File: src/rtl/psu_pkg.sv
package psu_pkg;

  localparam int SWARM_SIZE = 64;
  localparam int IDX_W      = $clog2(SWARM_SIZE);
  localparam int CFG_IDX_W  = 3;

  typedef enum logic [1:0] {
    REQ_INIT   = 2'd0,
    REQ_MOVE   = 2'd1,
    REQ_REPORT = 2'd2,
    REQ_NONE   = 2'd3
  } req_e;

  typedef enum logic [CFG_IDX_W-1:0] {
    CFG_INERTIA   = 3'd0,
    CFG_COGNITIVE = 3'd1,
    CFG_SOCIAL    = 3'd2,
    CFG_VEL_LIM   = 3'd3,
    CFG_POS_LIM   = 3'd4
  } cfg_e;

  localparam logic [15:0] INERTIA_RST   = 16'd0;
  localparam logic [15:0] COGNITIVE_RST = 16'd4096;
  localparam logic [15:0] SOCIAL_RST    = 16'd4096;
  localparam logic [14:0] VEL_LIM_RST   = 15'd819;
  localparam logic [14:0] POS_LIM_RST   = 15'd14336;

  typedef struct packed {
    logic accept;
    logic mul_one;
    logic mul_two;
    logic sum;
    logic commit;
  } psu_cmd_t;

  typedef struct packed {
    logic is_move;
  } psu_status_t;

endpackage

File: src/rtl/psu_ctrl.sv
module psu_ctrl
  import psu_pkg::*;
(
  input  logic        clk_i,
  input  logic        rst_ni,
  input  logic        start,
  output logic        busy,
  input  psu_status_t status_i,
  output psu_cmd_t    cmd_o
);

  typedef enum logic [5:0] {
    S_IDLE   = 6'b000001,
    S_DECODE = 6'b000010,
    S_MUL1   = 6'b000100,
    S_MUL2   = 6'b001000,
    S_SUM    = 6'b010000,
    S_DONE   = 6'b100000
  } state_e;

  state_e state_q, state_d;

  always_comb begin
    state_d = state_q;
    unique case (state_q)
      S_IDLE:   if (start) state_d = S_DECODE;
      S_DECODE: state_d = status_i.is_move ? S_MUL1 : S_DONE;
      S_MUL1:   state_d = S_MUL2;
      S_MUL2:   state_d = S_SUM;
      S_SUM:    state_d = S_DONE;
      S_DONE:   state_d = S_IDLE;
      default:  state_d = S_IDLE;
    endcase
  end

  always_ff @(posedge clk_i or negedge rst_ni) begin
    if (!rst_ni) begin
      state_q <= S_IDLE;
    end else begin
      state_q <= state_d;
    end
  end

  assign busy          = (state_q != S_IDLE);
  assign cmd_o.accept  = (state_q == S_IDLE) && start;
  assign cmd_o.mul_one = (state_q == S_MUL1);
  assign cmd_o.mul_two = (state_q == S_MUL2);
  assign cmd_o.sum     = (state_q == S_SUM);
  assign cmd_o.commit  = (state_q == S_DONE);

endmodule

File: config.mk
export PLATFORM = sky130hd
export DESIGN_NAME = psu_ctrl
export DESIGN_NICKNAME = d
export VERILOG_FILES = /design/src/rtl/psu_pkg.sv /design/src/rtl/psu_ctrl.sv
export SDC_FILE = /design/constraint.sdc
export NUM_CORES = 1
export LEC_CHECK = 0
export ABC_AREA = 0
export BUFFER_PORTS_ARGS = -buffer_cell sky130_fd_sc_hd__buf_4
export CAP_MARGIN = 15
export CORE_AREA = 2 2 39 41
export DETAILED_ROUTE_END_ITERATION = 8
export DIE_AREA = 0 0 41 43
export GPL_TIMING_DRIVEN = 0
export HOLD_SLACK_MARGIN = 0.02
export PLACE_DENSITY_LB_ADDON = 0.15
export SYNTH_ARGS = -nofsm -noshare
export SYNTH_HDL_FRONTEND = slang
export SYNTH_SLANG_ARGS = --single-unit
File: constraint.sdc
create_clock -name clk_i -period 1.79 [get_ports clk_i]
set_clock_uncertainty 0.15 [all_clocks]
set_input_delay 0.179 -clock clk_i [delete_from_list [all_inputs] [get_ports clk_i]]
set_output_delay 0.179 -clock clk_i [all_outputs]
set_load 0.02 [all_outputs]
**After elaboration in Yosys (flattened, before gate mapping)**

Index checks and enable logic that the tools add are counted.

- Logic and storage cells: 13
- Register bits after elaboration: 6

- Mux-type cells: 3
- Reductions and logical operators: 1
- Equality and inequality tests: 8

Operators with widths:

| cell | count |
|---|---|
| $pmux W6 S5 | 1 |
| $mux W6 | 2 |
| $eq A6 B1 Y1 const B | 1 |
| $eq A6 B2 Y1 const B | 1 |
| $eq A6 B3 Y1 const B | 1 |
| $eq A6 B4 Y1 const B | 1 |
| $eq A6 B5 Y1 const B | 1 |
| $eq A6 B6 Y1 const B | 1 |
| $ne A6 B1 Y1 const B | 1 |
| $ne A2 B2 Y1 const B | 1 |
| $logic_and A1 B1 Y1 | 1 |

**Longest topological paths before layout**

Gate-level depths: netlist of run 1.

- Depth after elaboration: 2
- Gate-level depth with buffers: 4
- Gate-level depth less buffers: 3

**Worst setup path after synthesis of run 1**

No wires, ideal clock.

- Path kind: reg2out
- Start point: reg state_q[4]
- End point: out cmd_o[3] (netlist bit)
- Path buffers: 1
- Data required time: 1.461 ns
- Arrival: 1.200 ns
- Setup slack: 0.261 ns
- Cell stages (with the launch flop): 5
- Path through: dfrtp_1 buf_6 nor2_1 nand2_1 nor3b_1

RTL lines:

| what | line | RTL |
|---|---|---|
| start, declared | psu_ctrl.sv:21 | `state_e state_q, state_d;` |
| start signal, assigned | psu_ctrl.sv:40 | `state_q <= state_d;` |
| end, declared | psu_ctrl.sv:9 | `output psu_cmd_t cmd_o` |

==> results.py, run 1 <==
metrics = {
    "pwr": {
        "pwr-share-comb_pct": 44.7,
        "power.leakage_nw": 0.245,
        "p_clk_share_pct": 22.1,
        "p_seq_share_pct": 33.1,
        "power_switching_uw": 224,
        "vdd_drop_max_mv": 0.522,
        "p_per_area_nw_per_um2": 1210,
        "p_int_uw": 407,
        "p_sw_share_pct": 35.5,
    },
    "timing": {
        "fin_crit_ps": 1750,
        "slew_headroom_pct": 80.2,
        "setup_violations": 0,
        "fmax_mhz": 573,
        "finalHoldViolCount": 0,
        "fin_crit_sh_pct": 97.5,
        "rsz0062_at_grt": "yes",
        "worstMarginPinSlew_ps": 293,
        "hold_ws_ps": 51.9,
        "drv_slew": 0,
    },
    "worst_setup_path": {
        "cp_num_buf_inv": 1,
        "crit_arrival_ps": 1420,
        "cp_slowest_cell": "dfrtp_2",
        "cp_data_required_time_ps": 1460,
        "start_kind": "flop",
        "max_stage_delay_ps": 450,
        "rrSetupSlack_ps": 400,
        "critPathKind": "flop to output port",
        "critPathMaxFanout": 6,
        "worstPathCellList": "nor4_4 > and4b_1 > buf_4",
        "cp-end-kind": "output port",
        "crit_family": "simple AND/OR/NAND/NOR gates",
    },
    "global_route": {
        "globalRouteOverflowTotal": 0,
        "grt_pass1_vias": 312,
        "grt_use_total_pct": 12.1,
        "grt_first_pass_wirelength_mm": 1.38,
        "grt_start_max_net_pins": 10,
        "antenna_found_initial": 0,
    },
    "synthesis": {
        "synth_edf_count": 0,
        "async_flop_share_pct": 100,
        "syn-cell-area_um2": 358,
        "ys_top_cells_by_count": "nor2_1 (6), dfrtp_1 (5), nor3b_1 (4)",
        "synth_top_area_cell": "dfrtp_1",
        "synth_area_leaders": "dfrtp_1 (35%), nor3b_1 (8.4%), dfstp_2 (7.3%)",
        "yosys.area.top_type_share_pct": 35.0,
        "synth_cell_types": 17,
        "yosysMostFrequentCell": "nor2_1",
        "synth-seq-cells": 6,
        "synth.avg_cell_area_um2": 10.2,
        "synth-main-ff-cell": "dfrtp_1",
        "syn_nets": 39,
        "synthCells": 35,
        "synth_warnings": 0,
        "synth-seq-area-share_pct": 42.3,
    },
    "placed_design": {
        "dp.final_hpwl_um": 587,
        "port_buffers": 9,
        "placed_area_um2": 445,
        "place_congestion": 0.660,
        "dp.cells": 60,
    },
    "floorplan": {
        "io_pins": 10,
        "start_util_pct": 25.9,
        "core_um2": 1380,
        "die-area_um2": 1760,
        "die_w_um": 41,
        "die_h_um": 43,
        "rows": 14,
    },
    "flow_run": {
        "max_cap_viol_count": 0,
    },
    "detailed_routing": {
        "drc": 0,
        "wl_per_cell_um": 12.2,
        "ant_nets": 0,
        "initialDrtViolationCount": 4,
        "first_pass_iters": 4,
        "drt-total-wl_um": 830,
        "avgViaCountPerCell": 4.79,
        "vias": 326,
    },
    "clocking": {
        "cts-buffers-inserted": 3,
        "htreeDepth": 1,
        "clock_path_buffers": 2,
        "cts_tree": "yes",
        "insertion_delay_ps": 250,
        "clk_pin_slew_ps": 40,
        "cts.sinks": 6,
        "cts-root-buf": "clkbuf_4",
    },
    "final_layout": {
        "drive_above_1_share_pct": 48.1,
        "largest_register_ffs": 6,
        "stdcell_count": 68,
        "reg_top3": "state_q (6)",
        "fin_nets": 57,
        "areaGrowthSynthToFinish_pct": 45.5,
        "regMostFlops": "state_q",
        "n_antenna_cell": 0,
        "stdcell_area_um2": 520,
    },
    "status": {
        "outcome": "finished, final reports clean",
    },
    "worst_hold_path": {
        "hold_class": "input port to flop",
    },
}
placed cells by master, fill, tap and decap left out:
master,instances
clkbuf_1,1
and4b_1,2
nor3b_1,3
nand2_1,2
nand3b_1,2
nor4b_1,2
nand2b_1,1
dfstp_2,1
dfrtp_2,3
dlygate4sd3_1,1
nor4_4,1
and3b_1,1
nor3b_2,1
or3b_1,1
nor2_2,1
buf_4,14
dfrtp_1,2
xor2_1,1
nor2_1,5
a21oi_1,2
buf_6,1
a211o_1,1
clkbuf_4,3
cell families after synthesis:
| logic type | synth area share (%) |
|---|---|
| compound gates | 5.25 |
| xor+xnor | 2.45 |
| buf+inv | 5.94 |
| flops | 42.3 |
| simple gates | 44.1 |
power groups by stage:
stage / sequential, mW / combinational, mW / clock (mW)
6_report: 0.209 / 0.282 / 0.140
4_1_cts: 0.208 / 0.273 / 0.143
5_1_grt: 0.215 / 0.311 / 0.161
3_3_place_gp: 0.202 / 0.232 / 0
2_1_floorplan: 0.194 / 0.169 / 0
3_5_place_dp: 0.206 / 0.238 / 0
worst paths after layout:
| kind | from | end | cells past startpoint |
|---|---|---|---|
| worst min register to register | state_q[3] | state_q[3] | 1 |
| min in group asynchronous | rst_ni | state_q[3] | 2 |
| worst min-delay path | status_i | state_q[2] | 3 |
| max in group asynchronous | rst_ni | state_q[0] | 2 |
| worst max-delay path | state_q[2] | cmd_o[4] | 3 |
| worst max register to register | state_q[2] | state_q[0] | 4 |
worst register-to-register path, cell delays in order, from the launching register on:
cell	delay, ps
dfrtp_2	450
nor4_4	320
and4b_1	250
buf_4	110
a21oi_1	30
layer usage:
metal	global-route usage, %	share of wire [%]
met1	13.5	39
met2	17.8	53
met3	8.38	6.6
met4	4.00	1.1
met5	0	0
per-stage QoR:
stage / setup TNS [ps] / power [mW] / setup slack (ps) / util, %
after floorplan: 0 / 0.363 / 261 / -
after global placement: 0 / 0.434 / 271 / 32.2
after detailed placement: 0 / 0.444 / 236 / 32.2
after CTS: 0 / 0.625 / 11.6 / 35.9
after global routing: -55.0 / 0.687 / -55.0 / 37.6
final: 0 / 0.631 / 44.0 / 37.6
area by class of cell:
cell class / instances / area (um2)
buffer: 1 / 11.3
clock buffer: 4 / 26.3
fill: 145 / 863
multi-input combinational: 26 / 193
sequential: 6 / 155
tap: 16 / 20.0
timing repair buffer: 15 / 115
what timing repair did:
item                                    4_1_cts  5_1_grt
gates cloned                                  0        0
endpoints found under the setup margin        1        4
hold endpoints to repair                      6        0
resized for setup                             2        3
pin swaps                                     2        0
hold buffers                                  1        0
setup buffers                                 3        2
No activity file was read; power rests on OpenSTA's default activity.
==> inputs of run 2 (changes only) <==
--- a/config.mk
+++ b/config.mk
@@ -12,8 +12,8 @@
 export DETAILED_ROUTE_END_ITERATION = 8
 export DIE_AREA = 0 0 41 43
 export GPL_TIMING_DRIVEN = 0
-export HOLD_SLACK_MARGIN = 0.02
 export PLACE_DENSITY_LB_ADDON = 0.15
+export REMOVE_ABC_BUFFERS = 1
 export SYNTH_ARGS = -nofsm -noshare
 export SYNTH_HDL_FRONTEND = slang
 export SYNTH_SLANG_ARGS = --single-unit
==> results.py, run 2 (same netlist as run 1, synthesis figures left out) <==
metrics = {
    "worst_setup_path": {
        "critPathKind": "flop to output port",
        "cp-end-kind": "output port",
        "crit_arrival_ps": 1410,
        "crit_family": "simple AND/OR/NAND/NOR gates",
        "cp_data_required_time_ps": 1460,
        "cp_num_buf_inv": 1,
        "start_kind": "flop",
        "ff2ff_path_depth": 4,
        "max_stage_delay_ps": 440,
        "critPathMaxFanout": 5,
        "worstPathCellList": "nor4_4 > and4b_1 > buf_6",
        "cp.depth": 3,
        "cp_slowest_cell": "dfrtp_2",
    },
    "pwr": {
        "vdd_drop_max_mv": 0.918,
        "p_per_area_nw_per_um2": 1180,
        "power.leakage_nw": 0.228,
        "totalPowerFinal_uw": 586,
    },
    "final_layout": {
        "regMostFlops": "state_q",
        "reg_top3": "state_q (6)",
        "areaGrowthSynthToFinish_pct": 39.2,
        "final_cell_mix": "buf_4 (10), nor2_1 (5), nor3b_1 (4), dfrtp_2 (4), clkbuf_4 (3)",
        "final_common_cell": "buf_4",
        "largest_register_ffs": 6,
        "fin_nets": 54,
        "n_antenna_cell": 0,
        "drive_above_1_share_pct": 44.9,
        "stdcell_area_um2": 498,
        "final_util_pct": 36.0,
    },
    "floorplan": {
        "rows": 14,
        "die_h_um": 43,
        "die-area_um2": 1760,
        "io_pins": 10,
        "start_util_pct": 25.9,
        "core_um2": 1380,
        "die_w_um": 41,
    },
    "global_route": {
        "globalRouteOverflowTotal": 0,
        "antenna_found_initial": 0,
        "grt_use_total_pct": 11.1,
        "grt_start_max_net_pins": 10,
        "grt_pass1_vias": 280,
        "grt_first_pass_wirelength_mm": 1.26,
    },
    "timing": {
        "setup_slack_ps": 46.0,
        "worstMarginPinSlew_ps": 253,
        "hold_ws_ps": 41.4,
        "fin_crit_sh_pct": 97.4,
        "fin_crit_ps": 1740,
        "setup_violations": 0,
        "finalHoldViolCount": 0,
        "slew_headroom_pct": 82.9,
        "drv_slew": 0,
        "fmax_mhz": 573,
        "rsz0062_at_grt": "yes",
    },
    "clocking": {
        "cts.sinks": 6,
        "cts_tree": "yes",
        "cts-buffers-inserted": 3,
        "insertion_delay_ps": 240,
        "cts-root-buf": "clkbuf_4",
        "clock_path_buffers": 2,
        "htreeDepth": 1,
        "clk_pin_slew_ps": 50,
    },
    "detailed_routing": {
        "drc": 0,
        "avgViaCountPerCell": 4.75,
        "vias": 309,
        "first_pass_iters": 3,
        "drt-total-wl_um": 772,
        "ant_nets": 0,
        "wl_per_cell_um": 11.9,
        "initialDrtViolationCount": 3,
    },
    "placed_design": {
        "port_buffers": 9,
        "post-place-ws_ps": 245,
        "placed_area_um2": 424,
        "place_congestion": 0.672,
    },
    "worst_hold_path": {
        "holdPathStages": 3,
        "hold_class": "input port to flop",
    },
    "status": {
        "outcome": "finished, final reports clean",
    },
    "flow_run": {
        "max_cap_viol_count": 0,
    },
}
==> run 2: layout make-up <==
cell class | count | area [um2]
tap | 16 | 20.0
sequential | 6 | 156
clock buffer | 4 | 26.3
fill | 150 | 886
timing repair buffer | 13 | 108
multi-input combinational | 26 | 188
==> run 2: layer usage <==
metal | GRT usage, % | vias up | share of wire [%]
met1 | 13.9 | 145 | 42
li1 | - | 156 | -
met3 | 7.85 | 2 | 4.0
met2 | 14.7 | 6 | 53
met5 | 0 | - | 0
met4 | 4.00 | 0 | 1.0
==> run 2: report_power, final <==
part           internal, mW  switching [mW]  total, mW
Clock                0.0843          0.0465      0.131
Sequential            0.171          0.0432      0.214
Combinational         0.120           0.121      0.242
Total                 0.375           0.211      0.586
==> run 2: per-stage QoR <==
stage,setup TNS (ps),cells
2_1_floorplan,0,32
3_3_place_gp,0,57
3_5_place_dp,0,57
4_1_cts,0,62
5_1_grt,-60.2,65
6_report,0,65
==> run 2: path summary, 6_finish.rpt <==
path,startpoint,end,slack [ps]
setup / recovery,state_q[2],cmd_o[4],50
hold / removal,status_i,state_q[2],40
setup reg to reg,state_q[4],state_q[0],400
hold reg to reg,state_q[3],state_q[3],410
max in group asynchronous,rst_ni,state_q[0],1150
min in group asynchronous,rst_ni,state_q[4],130
==> run 2: worst register-to-register path: stages (launching register included) <==
cell     delay [ps]
dfrtp_2         430
buf_4           160
xor2_1          160
a211o_1         270
a21oi_1         150
==> run 2: repair_timing <==
item	CTS	global route
setup endpoints to repair	1	4
pin swaps	0	2
gates resized for setup	2	5
hold endpoints to repair	6	0
buffers inserted	0	3
hold buffers	1	0
==> inputs of run 3 (changes only) <==
==> constraint.sdc (replaced) <==
create_clock -name clk_i -period 2.05 [get_ports clk_i]
set_clock_uncertainty 0.15 [all_clocks]
set_input_delay 0.205 -clock clk_i [delete_from_list [all_inputs] [get_ports clk_i]]
set_output_delay 0.205 -clock clk_i [all_outputs]
set_load 0.02 [all_outputs]
==> results.py, run 3 (same netlist as run 1, synthesis figures left out) <==
metrics = {
    "global_route": {
        "antenna_found_initial": 0,
        "grt_pass1_vias": 280,
        "grt_use_total_pct": 11.1,
        "grt_start_max_net_pins": 10,
        "grt_first_pass_wirelength_mm": 1.26,
        "globalRouteOverflowTotal": 0,
    },
    "final_layout": {
        "largest_register_ffs": 6,
        "final_cell_mix": "buf_4 (9), nor2_1 (6), dfrtp_1 (5)",
        "final_common_cell": "buf_4",
        "stdcell_count": 62,
        "reg_top3": "state_q (6)",
        "stdcell_area_um2": 460,
        "drive_above_1_share_pct": 30.4,
        "fillers": 148,
        "areaGrowthSynthToFinish_pct": 28.7,
        "fin_nets": 51,
        "n_antenna_cell": 0,
        "regMostFlops": "state_q",
        "final_util_pct": 33.3,
    },
    "detailed_routing": {
        "ant_nets": 0,
        "drc": 0,
        "first_pass_iters": 4,
        "wl_per_cell_um": 12.1,
        "drt-total-wl_um": 749,
        "initialDrtViolationCount": 1,
        "avgViaCountPerCell": 4.79,
        "vias": 297,
    },
    "clocking": {
        "cts.sinks": 6,
        "cts-root-buf": "clkbuf_4",
        "cts_tree": "yes",
        "cts-buffers-inserted": 3,
        "clock_path_buffers": 2,
        "htreeDepth": 1,
        "clk_pin_slew_ps": 50,
        "cts_setup_buffers": 0,
        "insertion_delay_ps": 240,
    },
    "worst_setup_path": {
        "worstPathCellList": "nor4_4 > and4b_1 > buf_4",
        "critPathKind": "flop to output port",
        "cp-end-kind": "output port",
        "r2r-end": "state_q[0]",
        "cp_slowest_cell": "dfrtp_1",
        "crit_family": "simple AND/OR/NAND/NOR gates",
        "crit_arrival_ps": 1460,
        "cp_data_required_time_ps": 1690,
        "start_kind": "flop",
        "ff2ff_path_depth": 3,
        "cp_num_buf_inv": 1,
        "critPathLaunch": "state_q[4]",
        "max_stage_delay_ps": 480,
        "r2r-start": "state_q[4]",
        "worstSetupEndpoint": "cmd_o[4]",
        "rrSetupSlack_ps": 690,
        "cp.depth": 3,
        "critPathMaxFanout": 8,
    },
    "timing": {
        "worstMarginPinSlew_ps": 317,
        "fin_crit_ps": 1820,
        "tns_ps": 0,
        "rsz0062_at_grt": "no",
        "finalHoldViolCount": 0,
        "fin_crit_sh_pct": 88.7,
        "drv_slew": 0,
        "fmax_mhz": 550,
        "setup_violations": 0,
        "slew_headroom_pct": 78.9,
    },
    "floorplan": {
        "io_pins": 10,
        "die_w_um": 41,
        "core_um2": 1380,
        "rows": 14,
        "start_util_pct": 25.9,
        "die_h_um": 43,
        "die-area_um2": 1760,
    },
    "placed_design": {
        "placed_area_um2": 424,
        "place_congestion": 0.672,
        "dp.cells": 57,
        "port_buffers": 9,
    },
    "worst_hold_path": {
        "hold_class": "input port to flop",
    },
    "pwr": {
        "vdd_drop_max_mv": 0.816,
        "totalPowerFinal_uw": 501,
        "power.leakage_nw": 0.216,
        "p_per_area_nw_per_um2": 1090,
    },
    "flow_run": {
        "max_cap_viol_count": 0,
    },
    "status": {
        "outcome": "finished, final reports clean",
    },
}
-- run 3: timing repair --
item / 4_1_cts / 5_1_grt
gates resized for setup: 0 / 0
hold buffers: 1 / 0
hold endpoints to repair: 6 / 0
-- run 3: power breakdown --
part,switching [mW],internal (mW),total (mW),leakage (nW)
combinational,0.0999,0.0979,0.198,0.122
clock,0.0441,0.0738,0.118,0.0150
sequential,0.0391,0.146,0.186,0.0791
total,0.183,0.318,0.501,0.216
-- run 3: cell type report --
class | instances | area [um2] | area share [%]
well taps | 16 | 20.0 | 4.35
repair buffers | 10 | 77.6 | 16.8
clock buffers | 4 | 26.3 | 5.71
multi-input cells | 26 | 185 | 40.2
flip-flops and latches | 6 | 151 | 32.9
-- run 3: worst min-delay path by stage --
stage,startpoint,endpoint,depth (start not counted)
2_1_floorplan,rst_ni,state_q[1],0
3_3_place_gp,rst_ni,state_q[3],1
3_5_place_dp,rst_ni,state_q[4],1
4_1_cts,status_i,state_q[2],3
5_1_grt,status_i,state_q[2],3
6_report,status_i,state_q[2],3
-- run 3: worst register-to-register path, stage by stage (launching register included) --
cell and delay [ps]:
dfrtp_1 480, nor4_4 340, and4b_1 250, a21oi_1 50
-- run 3: through the flow --
stage          worst slack, ps  hold WS, ps
2_1_floorplan              502         -241
6_report                   232         63.8
5_1_grt                    122         73.7
4_1_cts                    211         64.0
3_5_place_dp               479         -135
3_3_place_gp               494         -135
-- run 3: per-layer routing --
metal	routed length, um	part of all wire [%]	GRT usage [%]	up-vias
li1	-	-	-	146
met1	327	44	13.9	141
met2	365	49	14.7	8
met3	47	6.3	7.85	2
met4	9	1.2	4.00	0
met5	0	0	0	-
